`config.mk`:
```
export PLATFORM = sky130hd
export DESIGN_NAME = tsb_ctrl
export DESIGN_NICKNAME = d
export VERILOG_FILES = /design/src/rtl/tsb_pkg.sv /design/src/rtl/tsb_ctrl.sv
export VERILOG_INCLUDE_DIRS = /design/src /design/src/rtl
export SDC_FILE = /design/constraint.sdc
export NUM_CORES = 1
export LEC_CHECK = 0
export BUFFER_PORTS_ARGS = -buffer_cell sky130_fd_sc_hd__buf_2
export CORE_AREA = 3 3 40 42
export CTS_CLUSTER_DIAMETER = 80
export DETAILED_ROUTE_END_ITERATION = 12
export DIE_AREA = 0 0 43 45
export HOLD_SLACK_MARGIN = 0.06
export SETUP_SLACK_MARGIN = 0.2
export SLEW_MARGIN = 20
export SYNTH_ARGS = -nofsm -noshare
export SYNTH_HDL_FRONTEND = slang
export SYNTH_SLANG_ARGS = --single-unit
```
`constraint.sdc`:
```
create_clock -name clk -period 1.2 [get_ports clk]
set_input_delay 0.12 -clock clk [delete_from_list [all_inputs] [get_ports clk]]
set_output_delay 0.12 -clock clk [all_outputs]
set_load 0.01 [all_outputs]
```
`src/rtl/texture_sampler_bilinear_assert.svh`:
```
// ---------------------------------------------------------------------------
// Texture sampler assertion macros
// Shared concurrent assertion forms, clocked on clk, disabled in reset.
// ---------------------------------------------------------------------------
`ifndef TEXTURE_SAMPLER_BILINEAR_ASSERT_SVH
`define TEXTURE_SAMPLER_BILINEAR_ASSERT_SVH

// same-cycle implication
`define TSB_ASSERT_NOW(lbl, ante, cons, msg) \
	lbl: assert property (@(posedge clk) disable iff (!arst_n) (ante) |-> (cons)) \
		else $error(msg);

// next-cycle implication
`define TSB_ASSERT_NEXT(lbl, ante, cons, msg) \
	lbl: assert property (@(posedge clk) disable iff (!arst_n) (ante) |=> (cons)) \
		else $error(msg);

`endif

```
`src/rtl/tsb_pkg.sv`:
```
// ---------------------------------------------------------------------------
// Texture sampler package
// Types, constants and codes shared by the controller, datapath and top.
// ---------------------------------------------------------------------------
package tsb_pkg;

	localparam int STORE_DEPTH = 65536;
	localparam int ADDR_W      = $clog2(STORE_DEPTH);
	localparam int MAX_SIDE    = 256;
	localparam int IDX_W       = $clog2(MAX_SIDE);
	localparam int CFG_W       = 9;
	localparam int CIDX_W      = 3;
	localparam int COORD_W     = 17;
	localparam int FRAC_W      = 16;
	localparam int PX_W        = COORD_W + IDX_W;
	localparam int ADDR_FULL_W = IDX_W + CFG_W + 1;
	localparam int COL_W       = 24;

	localparam logic [COORD_W-1:0] ONE_Q16 = COORD_W'(65536);

	localparam logic [CIDX_W-1:0] REG_TEX_WIDTH   = 3'd0;
	localparam logic [CIDX_W-1:0] REG_TEX_HEIGHT  = 3'd1;
	localparam logic [CIDX_W-1:0] REG_ROW_PITCH   = 3'd2;
	localparam logic [CIDX_W-1:0] REG_FILTER_MODE = 3'd3;

	localparam logic ACT_LOAD   = 1'b0;
	localparam logic ACT_SAMPLE = 1'b1;

	localparam logic MODE_NEAREST  = 1'b0;
	localparam logic MODE_BILINEAR = 1'b1;

	typedef struct packed {
		logic               action;
		logic [15:0]        load_address;
		logic [7:0]         load_red;
		logic [7:0]         load_green;
		logic [7:0]         load_blue;
		logic [COORD_W-1:0] coord_u;
		logic [COORD_W-1:0] coord_v;
	} req_t;

	typedef struct packed {
		logic [15:0] red_out;
		logic [15:0] green_out;
		logic [15:0] blue_out;
	} rsp_t;

	typedef enum logic [2:0] {
		S_IDLE,
		S_MUL,
		S_COORD,
		S_FETCH,
		S_DRAIN,
		S_VERT,
		S_HORIZ
	} state_t;

	typedef struct packed {
		logic       accept;
		logic       wr_en;
		logic       mul_en;
		logic       coord_en;
		logic       rd_en;
		logic [1:0] rd_idx;
		logic       vert_en;
		logic       horiz_en;
	} cmd_t;

	typedef struct packed {
		logic out_busy;
	} sts_t;

endpackage

```
`src/rtl/tsb_ctrl.sv`:
```
// ---------------------------------------------------------------------------
// Texture sampler controller
// Sequences texel loads, coordinate setup, four texel reads, blend and result write.
// ---------------------------------------------------------------------------
module tsb_ctrl
	import tsb_pkg::*;
(
	input  logic clk,
	input  logic arst_n,
	input  logic req_valid,
	input  logic req_action,
	output logic req_stall,
	input  sts_t sts,
	output cmd_t cmd
);

	state_t     state_q, state_d;
	logic [1:0] cnt_q, cnt_d;

	always_ff @(posedge clk or negedge arst_n) begin
		if (!arst_n) begin
			state_q <= S_IDLE;
			cnt_q   <= '0;
		end else begin
			state_q <= state_d;
			cnt_q   <= cnt_d;
		end
	end

	always_comb begin
		state_d   = state_q;
		cnt_d     = '0;
		cmd       = '0;
		req_stall = 1'b1;
		unique case (state_q)
			S_IDLE: begin
				req_stall = 1'b0;
				if (req_valid) begin
					if (req_action == ACT_SAMPLE) begin
						cmd.accept = 1'b1;
						state_d    = S_MUL;
					end else begin
						cmd.wr_en = 1'b1;
					end
				end
			end
			S_MUL: begin
				cmd.mul_en = 1'b1;
				state_d    = S_COORD;
			end
			S_COORD: begin
				cmd.coord_en = 1'b1;
				state_d      = S_FETCH;
			end
			S_FETCH: begin
				cmd.rd_en  = 1'b1;
				cmd.rd_idx = cnt_q;
				cnt_d      = cnt_q + 2'd1;
				if (cnt_q == 2'd3) begin
					state_d = S_DRAIN;
				end
			end
			S_DRAIN: begin
				state_d = S_VERT;
			end
			S_VERT: begin
				cmd.vert_en = 1'b1;
				state_d     = S_HORIZ;
			end
			S_HORIZ: begin
				if (!sts.out_busy) begin
					cmd.horiz_en = 1'b1;
					state_d      = S_IDLE;
				end
			end
			default: state_d = S_IDLE;
		endcase
	end

`include "texture_sampler_bilinear_assert.svh"

	`TSB_ASSERT_NEXT(a_sample_starts, req_valid && !req_stall && req_action == ACT_SAMPLE, state_q == S_MUL, "sample accept did not start setup")
	`TSB_ASSERT_NEXT(a_four_reads, state_q == S_FETCH && cnt_q == 2'd3, state_q == S_DRAIN, "fetch run not four reads")
	`TSB_ASSERT_NEXT(a_load_stays_idle, cmd.wr_en, state_q == S_IDLE, "load left idle")
	`TSB_ASSERT_NOW(a_no_overwrite, cmd.horiz_en, !sts.out_busy, "result written over stalled word")

endmodule

```
==> impl_metrics.csv, run 1 <==
group,metric,value,unit
sta,maxSlewHeadroom,88.1,%
critical_path,start_kind,"register",
critical_path,critPathArrivalTime,1220,ps
clocking,cts_buffers,3,
global_route,grt-ovfl-total,0,
floorplan,io_pins,15,
yosys,ys_types,23,
yosys,yosys.area.top_type,"dfrtp_1",
global_route,grt_antenna_before_repair,0,
detailed_routing,drc,0,
critical_path,crit_slowest_cell,"dfrtp_2",
global_route,first_global_vias,309,
yosys,synth-seq-cells,5,
place,port_buffers,14,
yosys,syn_area,348,um2
place,gp_congestion,0.720,
sta,tightest_slew,178,ps
sta,hold-worst-slack,217,ps
finish,num_antenna_cells,0,
sta,rsz0062_at_grt,"true",
sta,fin_crit,1340,ps
global_route,grt_pass1_wl,1240,um
yosys,yosys-top-cells-area,"dfrtp_1, buf_6, and2_1, nor2_1, nor3_4",
pwr,worst_ir_drop_vdd,0.000938,V
clocking,cts_buffer_depth,2,
detailed_routing,num_vias,333,
detailed_routing,routedWlPerCell,9.70,um
detailed_routing,viasPerCell,4.32,
detailed_routing,drt_iter0_markers,2,
yosys,yosysSeqAreaShare,36.0,%
worst_hold_path,hp-class,"primary input to asynchronous set/reset pin",
floorplan,die_area,1940,um2
finish,nets,69,
clocking,htreeDepth,1,
outcome,outcome,"finished, violations left",
clocking,cts_tree,"built",
critical_path,crit_type,"register to primary output",
floorplan,die_h,45,um
yosys,avgSynthCellArea,9.40,um2
sta,setup_viol,10,
clocking,cts_sinks,5,
outcome,violations,"negative setup slack",
finish,fillCellCount,141,
floorplan,initial_core_util,27.1,%
critical_path,rr_worst_depth,4,
critical_path,path_delay_family,"flip-flops",
critical_path,cp_slowest_stage_delay,450,ps
sta,skew,8.03,ps
critical_path,path_buf_inv,2,
flow_run,cap_violations,0,
detailed_routing,wl,747,um
sta,fin_crit_sh,112,%
sta,drv_slew,0,
sta,fmax,0.744,GHz
global_route,grt_max_degree,8,
pwr,p_per_area,2340,nW/um2
pwr,p_leak,0.282,nW
yosys,synth_top_area_share,36.0,%
critical_path,cp_max_fo,5,
place,placedCellCount,65,
yosys,synthCells,37,
critical_path,cp_cell_sequence,"buf_12 -> nor2_4 -> and2_1 -> buf_2",
critical_path,end_kind,"primary output",
critical_path,worst-path-stages,4,
sta,layout_setup_ws,-143,ps
clocking,clkTransAtPathRegs,50,ps
critical_path,cp.required,1080,ps
clocking,clockRootBuffer,"clkbuf_4",
global_route,grt_usage,9.14,%
finish,synthToLayoutAreaGrowth,65.5,%
clocking,clock_latency,250,ps
yosys,yosys_warnings,0,
floorplan,die_w,43,um
finish,layout.cells.non_filler,77,
place,dpl.hpwl,510,um
detailed_routing,antenna_left,0,
sta,hold_viol,0,
finish,layout-drive-gt1-share,61.3,%
floorplan,coreArea,1280,um2
floorplan,rows,13,
yosys,synth_fp_nets,43,
detailed_routing,drt_first_pass_iters,2,
area by class of cell:
class	count	area [um2]	share of cell area, %
timing repair buffer	24	190	33.0
multi-input combinational	27	204	35.4
tap	15	18.8	3.26
sequential	5	129	22.4
inverter	2	7.51	1.30
clock buffer	4	26.3	4.57
stage by stage:
stage	utilization [%]	power (mW)	instance area [um2]	setup slack, ps	setup TNS, ps
after floorplan	-	0.739	355	196	0
after global placement	33.4	0.854	429	55.9	0
after detailed placement	33.4	0.851	429	35.9	0
after CTS	42.0	1.24	539	-154	-1060
after global routing	44.8	1.47	576	-221	-1630
final	44.8	1.35	576	-143	-1000
synthesized netlist by cell type:
| cell type | count |
|---|---|
| and2_1 | 3 |
| nor3b_1 | 1 |
| and3_1 | 1 |
| o21a_1 | 1 |
| nand2_4 | 1 |
| nor2_4 | 1 |
| a22o_1 | 1 |
| dfrtp_1 | 5 |
| buf_6 | 2 |
| nor3_4 | 1 |
| nor2_1 | 5 |
| nand2b_1 | 1 |
| or2b_1 | 1 |
| a22oi_1 | 1 |
| a21oi_1 | 2 |
| buf_4 | 1 |
| inv_1 | 2 |
| nor3_1 | 1 |
| o21ai_2 | 1 |
| o21ai_0 | 1 |
| nand2_1 | 2 |
| ha_1 | 1 |
| and3b_1 | 1 |
cell families (layout without fill, tap and decap cells):
group                    Yosys count  after routing  synth area share [%]
AO/OA/AOI/OAI                      7              7                  13.7
adder cells (fa/ha/maj)            1              1                  3.60
flip-flops                         5              5                  36.0
buffers and inverters              5             30                  10.8
AND/OR/NAND/NOR                   19             19                  36.0
final timing paths:
kind,start,endpoint,slack (ps)
setup / recovery,state_q[2],cmd[2],-140
hold / removal,arst_n,state_q[2],220
setup reg to reg,state_q[2],state_q[0],70
hold reg to reg,cnt_q[0],cnt_q[0],460
max in group asynchronous,arst_n,state_q[0],830
min in group clk,req_valid,state_q[0],270
state kept, by name, indices dropped and copies added, names as in the netlist:
name / flops
state_q: 3
cnt_q: 2
placed cells by master, fill, tap and decap left out, types with 2 or more instances in the layout:
master     n
buf_6      6
dfrtp_1    2
dfrtp_2    3
nor2_1     4
inv_1      2
buf_4      5
clkbuf_4   3
and2_1     2
nand2_1    2
buf_2     11
layer usage:
layer / wire (um) / track usage (%)
met2: 354 / 13.2
met5: 0 / 0
met1: 309 / 10.1
met4: 11 / 5.42
met3: 72 / 5.98
where the power goes:
part           switching (mW)  internal, mW
combinational           0.319         0.483
clock                  0.0724         0.126
sequential              0.103         0.244
what timing repair did:
item | CTS | global route
setup buffers | 5 | 2
pin swaps | 5 | 3
hold buffers | 1 | 0
gates resized for setup | 7 | 5
setup endpoints to repair | 13 | 14
hold endpoints to repair | 5 | 0
(Power assumes the default switching activity.)
==> run 2: changes to the inputs <==
--- a/config.mk
+++ b/config.mk
@@ -7,10 +7,10 @@
 export NUM_CORES = 1
 export LEC_CHECK = 0
 export BUFFER_PORTS_ARGS = -buffer_cell sky130_fd_sc_hd__buf_2
-export CORE_AREA = 3 3 40 42
+export CORE_AREA = 2 2 39 41
 export CTS_CLUSTER_DIAMETER = 80
 export DETAILED_ROUTE_END_ITERATION = 12
-export DIE_AREA = 0 0 43 45
+export DIE_AREA = 0 0 41 43
 export HOLD_SLACK_MARGIN = 0.06
 export SETUP_SLACK_MARGIN = 0.2
 export SLEW_MARGIN = 20
==> impl_metrics.csv, run 2 (same netlist as run 1, synthesis figures left out) <==
group,metric,value,unit
finish,final_common_cell,"buf_4",
clocking,cts_tree,"built",
finish,nets,74,
floorplan,die_area,1760,um2
global_route,grt_antenna_before_repair,0,
critical_path,crit_type,"register to primary output",
detailed_routing,drt_iter0_markers,0,
finish,utilization,45.3,%
outcome,violations,"negative setup slack",
pwr,p_per_area,2460,nW/um2
detailed_routing,drc,0,
sta,setup_viol,10,
sta,fin_crit,1330,ps
finish,final_cell_mix,"buf_4, buf_2, buf_6",
clocking,cts_buffer_depth,2,
critical_path,critPathArrivalTime,1210,ps
floorplan,initial_core_util,25.1,%
critical_path,start_kind,"register",
finish,num_antenna_cells,0,
sta,fmax,0.754,GHz
sta,fin_crit_sh,111,%
sta,maxSlewHeadroom,88.2,%
critical_path,cp_cell_sequence,"nor3_4 -> and3_4 -> buf_6",
finish,synthToLayoutAreaGrowth,80.2,%
sta,fin_setup_tns,-854,ps
sta,layout_setup_ws,-127,ps
detailed_routing,num_vias,364,
detailed_routing,antenna_left,0,
critical_path,cp_max_fo,6,
clocking,htreeDepth,1,
sta,drv_slew,0,
sta,hold_viol,0,
sta,hold-worst-slack,218,ps
clocking,cts_sinks,5,
place,gp_congestion,0.641,
critical_path,crit_slowest_cell,"dfrtp_2",
critical_path,cp.required,1080,ps
global_route,grt_usage,11.0,%
global_route,grt-ovfl-total,0,
pwr,p_leak,0.311,nW
sta,rsz0062_at_grt,"true",
sta,tightest_slew,177,ps
global_route,grt_pass1_wl,1280,um
global_route,grt_max_degree,9,
clocking,clock_latency,240,ps
pwr,worst_ir_drop_vdd,0.00159,V
flow_run,cap_violations,0,
clocking,clkTransAtPathRegs,40,ps
floorplan,die_h,43,um
detailed_routing,routedWlPerCell,9.93,um
finish,regArea,129,um2
floorplan,die_w,41,um
critical_path,end_kind,"primary output",
finish,reg_top3,"state_q: 3 flops, cnt_q: 2 flops",
finish,layout-drive-gt1-share,74.6,%
detailed_routing,viasPerCell,4.39,
finish,multi_input_area,226,um2
detailed_routing,drt_first_pass_iters,1,
floorplan,coreArea,1380,um2
finish,largest_register,"state_q",
place,dpl.hpwl,540,um
finish,largest_reg_flops,3,
global_route,first_global_vias,330,
place,port_buffers,14,
worst_hold_path,hp-class,"primary input to asynchronous set/reset pin",
detailed_routing,wl,824,um
finish,fillCellCount,145,
sta,skew,2.58,ps
floorplan,rows,14,
clocking,cts_buffers,3,
place,post-place-ws,45.5,ps
outcome,outcome,"finished, violations left",
critical_path,cp_slowest_stage_delay,460,ps
clocking,clockRootBuffer,"clkbuf_4",
floorplan,io_pins,15,
run 2: cell types whose count changed in the layout (fill, tap and decap cells not counted), sizes merged:
cell,delta
buf,+5
run 2: worst max-delay path: cells and delay by family (launching register included):
family	cells	cell delay [ps]
flops	1	460
simple gates	2	420
buf+inv	1	90
run 2: where the power goes:
| group | switching [mW] | leakage [nW] | internal, mW |
|---|---|---|---|
| sequential | 0.105 | 0.0562 | 0.244 |
| clock | 0.0680 | 0.0150 | 0.126 |
| combinational | 0.380 | 0.240 | 0.617 |
| total | 0.554 | 0.311 | 0.987 |
run 2: final timing paths:
| kind | end | start | slack (ps) | cells after the start |
|---|---|---|---|---|
| min reg2reg | cnt_q[0] | cnt_q[0] | 480 | 1 |
| max in group asynchronous | state_q[0] | arst_n | 840 | 2 |
| max reg2reg | state_q[2] | state_q[0] | 60 | 5 |
| min | cnt_q[1] | arst_n | 220 | 2 |
| max | cmd[8] | state_q[2] | -130 | 3 |
| min in group clk | state_q[2] | sts | 270 | 4 |
run 2: stage by stage:
step | cells | total power, mW | area (um2)
floorplan | 37 | 0.739 | 355
global placement | 68 | 0.886 | 445
detailed placement | 68 | 0.895 | 445
CTS | 79 | 1.37 | 573
global route | 83 | 1.66 | 627
finish | 83 | 1.54 | 627
run 2: area by class of cell:
cell class / count / share of cell area [%]
inverter: 2 / 1.20
sequential: 5 / 20.6
multi-input combinational: 27 / 36.1
clock buffer: 4 / 4.19
tap: 16 / 3.19
timing repair buffer: 29 / 34.7
run 2: repair_timing:
action / in CTS / in global routing
endpoints found under the setup margin: 13 / 14
gates resized for setup: 14 / 6
endpoints found under the hold margin: 5 / 0
buffers inserted: 6 / 4
pin swaps: 8 / 1
hold buffers: 1 / 0
run 2: per-layer routing:
layer | global-route usage [%] | up-vias | wire length (um)
met4 | 10.0 | 0 | 0
met3 | 1.57 | 0 | 62
met1 | 13.1 | 166 | 380
li1 | - | 184 | -
met2 | 15.9 | 14 | 381
met5 | 0 | - | 0
==> run 3: changes to the inputs <==
--- a/config.mk
+++ b/config.mk
@@ -6,6 +6,7 @@
 export SDC_FILE = /design/constraint.sdc
 export NUM_CORES = 1
 export LEC_CHECK = 0
+export ABC_AREA = 1
 export BUFFER_PORTS_ARGS = -buffer_cell sky130_fd_sc_hd__buf_2
 export CORE_AREA = 2 2 39 41
 export CTS_CLUSTER_DIAMETER = 80
==> constraint.sdc (replaced) <==
create_clock -name clk -period 1.3 [get_ports clk]
set_input_delay 0.13 -clock clk [delete_from_list [all_inputs] [get_ports clk]]
set_output_delay 0.13 -clock clk [all_outputs]
set_load 0.01 [all_outputs]
==> impl_metrics.csv, run 3 <==
group,metric,value,unit
finish,final_common_cell,"buf_2",
clocking,cts_tree,"built",
global_route,grt_max_degree,7,
pwr,p_per_area,2440,nW/um2
finish,fin_area,642,um2
sta,layout_setup_ws,-35.9,ps
sta,fin_setup_tns,-88.6,ps
clocking,cts_sinks,5,
clocking,cts_buffers,3,
yosys,avgSynthCellArea,7.40,um2
yosys,synthSimpleGateAreaFrac,39.2,%
finish,utilization,46.4,%
sta,fmax,0.749,GHz
clocking,clock_latency,250,ps
detailed_routing,wl,1030,um
global_route,first_global_vias,344,
finish,synthToLayoutAreaGrowth,84.5,%
critical_path,crit_type,"register to primary output",
finish,largest_reg_flops,3,
global_route,grt_pass1_wl,1570,um
floorplan,coreArea,1380,um2
place,gp_congestion,0.848,
yosys,async_flop_share,100,%
yosys,synth_edf_count,0,
critical_path,start_kind,"register",
detailed_routing,drt_iter0_markers,6,
finish,num_antenna_cells,0,
yosys,yosys-top-cells-area,"dfrtp_1, inv_1, nor2_1, nand2_1, nand2_2",
detailed_routing,drc,0,
outcome,violations,"negative setup slack",
floorplan,initial_core_util,25.1,%
yosys,netlist_top_cells_count,"inv_1, nor2_1, nand2_1, dfrtp_1",
clocking,clockRootBuffer,"clkbuf_4",
detailed_routing,viasPerCell,4.38,
yosys,yosys_warnings,0,
finish,largest_register,"state_q",
yosys,yosysSeqAreaShare,36.0,%
global_route,grt_usage,13.9,%
place,dpl_cell_area,427,um2
yosys,synth_top_family_by_area,"simple AND/OR/NAND/NOR gates",
floorplan,die_w,41,um
finish,layout.cells.non_filler,94,
floorplan,io_pins,15,
detailed_routing,drt_first_pass_iters,4,
yosys,synth_top_area_share,36.0,%
global_route,grt-ovfl-total,0,
global_route,grt_antenna_before_repair,0,
place,placedCellCount,76,
sta,fin_crit,1340,ps
finish,reg_top3,"state_q: 3 flops, cnt_q: 2 flops",
yosys,synth_xor_xnor_area_share,0,%
detailed_routing,antenna_left,0,
yosys,synth-seq-cells,5,
flow_run,cap_violations,0,
yosys,syn_area,348,um2
pwr,worst_ir_drop_vdd,0.000923,V
clocking,clkTransAtPathRegs,50,ps
yosys,ys.flop_type,"dfrtp_1",
finish,nets,85,
sta,fin_crit_sh,103,%
yosys,synthAdderAreaFrac,3.60,%
place,post-place-ws,143,ps
sta,setup_viol,3,
outcome,outcome,"finished, violations left",
sta,rsz0062_at_grt,"true",
place,dpl.hpwl,611,um
sta,hold_viol,0,
sta,drv_slew,0,
finish,final_cell_mix,"buf_2, inv_1, buf_4",
sta,skew,5.81,ps
yosys,synthCells,47,
floorplan,rows,14,
yosys,synth_fp_nets,53,
detailed_routing,num_vias,412,
critical_path,critPathArrivalTime,1210,ps
clocking,cts_buffer_depth,2,
yosys,yosys.area.top_type,"dfrtp_1",
yosys,synth_compound_area_share,6.12,%
sta,hold-worst-slack,233,ps
yosys,synth_mux_area_share,0,%
detailed_routing,routedWlPerCell,11.0,um
floorplan,die_h,43,um
yosys,ys_types,15,
critical_path,cp.required,1170,ps
floorplan,die_area,1760,um2
sta,maxSlewHeadroom,88.5,%
finish,fillCellCount,139,
worst_hold_path,hp-class,"primary input to asynchronous set/reset pin",
clocking,htreeDepth,1,
sta,tightest_slew,172,ps
pwr,power.total,1.56,mW
critical_path,end_kind,"primary output",
finish,layout-drive-gt1-share,64.1,%
critical_path,cp_max_fo,4,
pwr,p_leak,0.346,nW
yosys,yosysMostFrequentCell,"inv_1",
place,port_buffers,14,
[run 3: worst paths after layout]
check / startpoint / endpoint / slack, ps / depth (start not counted)
max: state_q[1] / cmd[7] / -40 / 4
min: arst_n / cnt_q[1] / 230 / 2
max reg2reg: state_q[2] / state_q[2] / 100 / 5
min reg2reg: cnt_q[0] / cnt_q[0] / 460 / 1
max in group asynchronous: arst_n / state_q[2] / 910 / 2
min in group clk: sts / state_q[1] / 290 / 3
[run 3: cells by family (layout without fill, tap and decap cells)]
logic type      count (synthesis)  after routing
simple gates                   26             26
flops                           5              5
buf+inv                        12             43
fa+ha+maj                       1              1
compound gates                  3              3
[run 3: timing repair]
| action | 4_1_cts | 5_1_grt |
|---|---|---|
| hold buffers | 1 | 0 |
| setup buffers | 8 | 5 |
| setup endpoints to repair | 10 | 13 |
| gates resized for setup | 20 | 4 |
| pin swaps | 4 | 7 |
| hold endpoints to repair | 5 | 0 |
[run 3: layout make-up]
type | instances | area, um2 | area share [%]
well taps | 16 | 20.0 | 3.12
inverters | 11 | 41.3 | 6.43
clock buffers | 4 | 26.3 | 4.09
repair buffers | 28 | 209 | 32.6
multi-input cells | 30 | 216 | 33.7
flip-flops and latches | 5 | 129 | 20.1
[run 3: per-layer routing]
layer / up-vias / routed length [um] / GRT usage [%]
li1: 208 / - / -
met1: 190 / 413 / 16.3
met2: 14 / 546 / 19.7
met3: 0 / 72 / 6.81
met4: 0 / 0 / 8.00
met5: - / 0 / 0
[run 3: report_power, final]
group | internal, mW | total (mW) | switching (mW)
clock | 0.117 | 0.189 | 0.0721
sequential | 0.229 | 0.333 | 0.103
combinational | 0.545 | 1.04 | 0.497
[run 3: worst max-delay path: stages, from the launching register on]
cell and delay, ps:
dfrtp_2 440, nor2_4 140, nand2_2 70, nor3b_2 150, buf_2 150
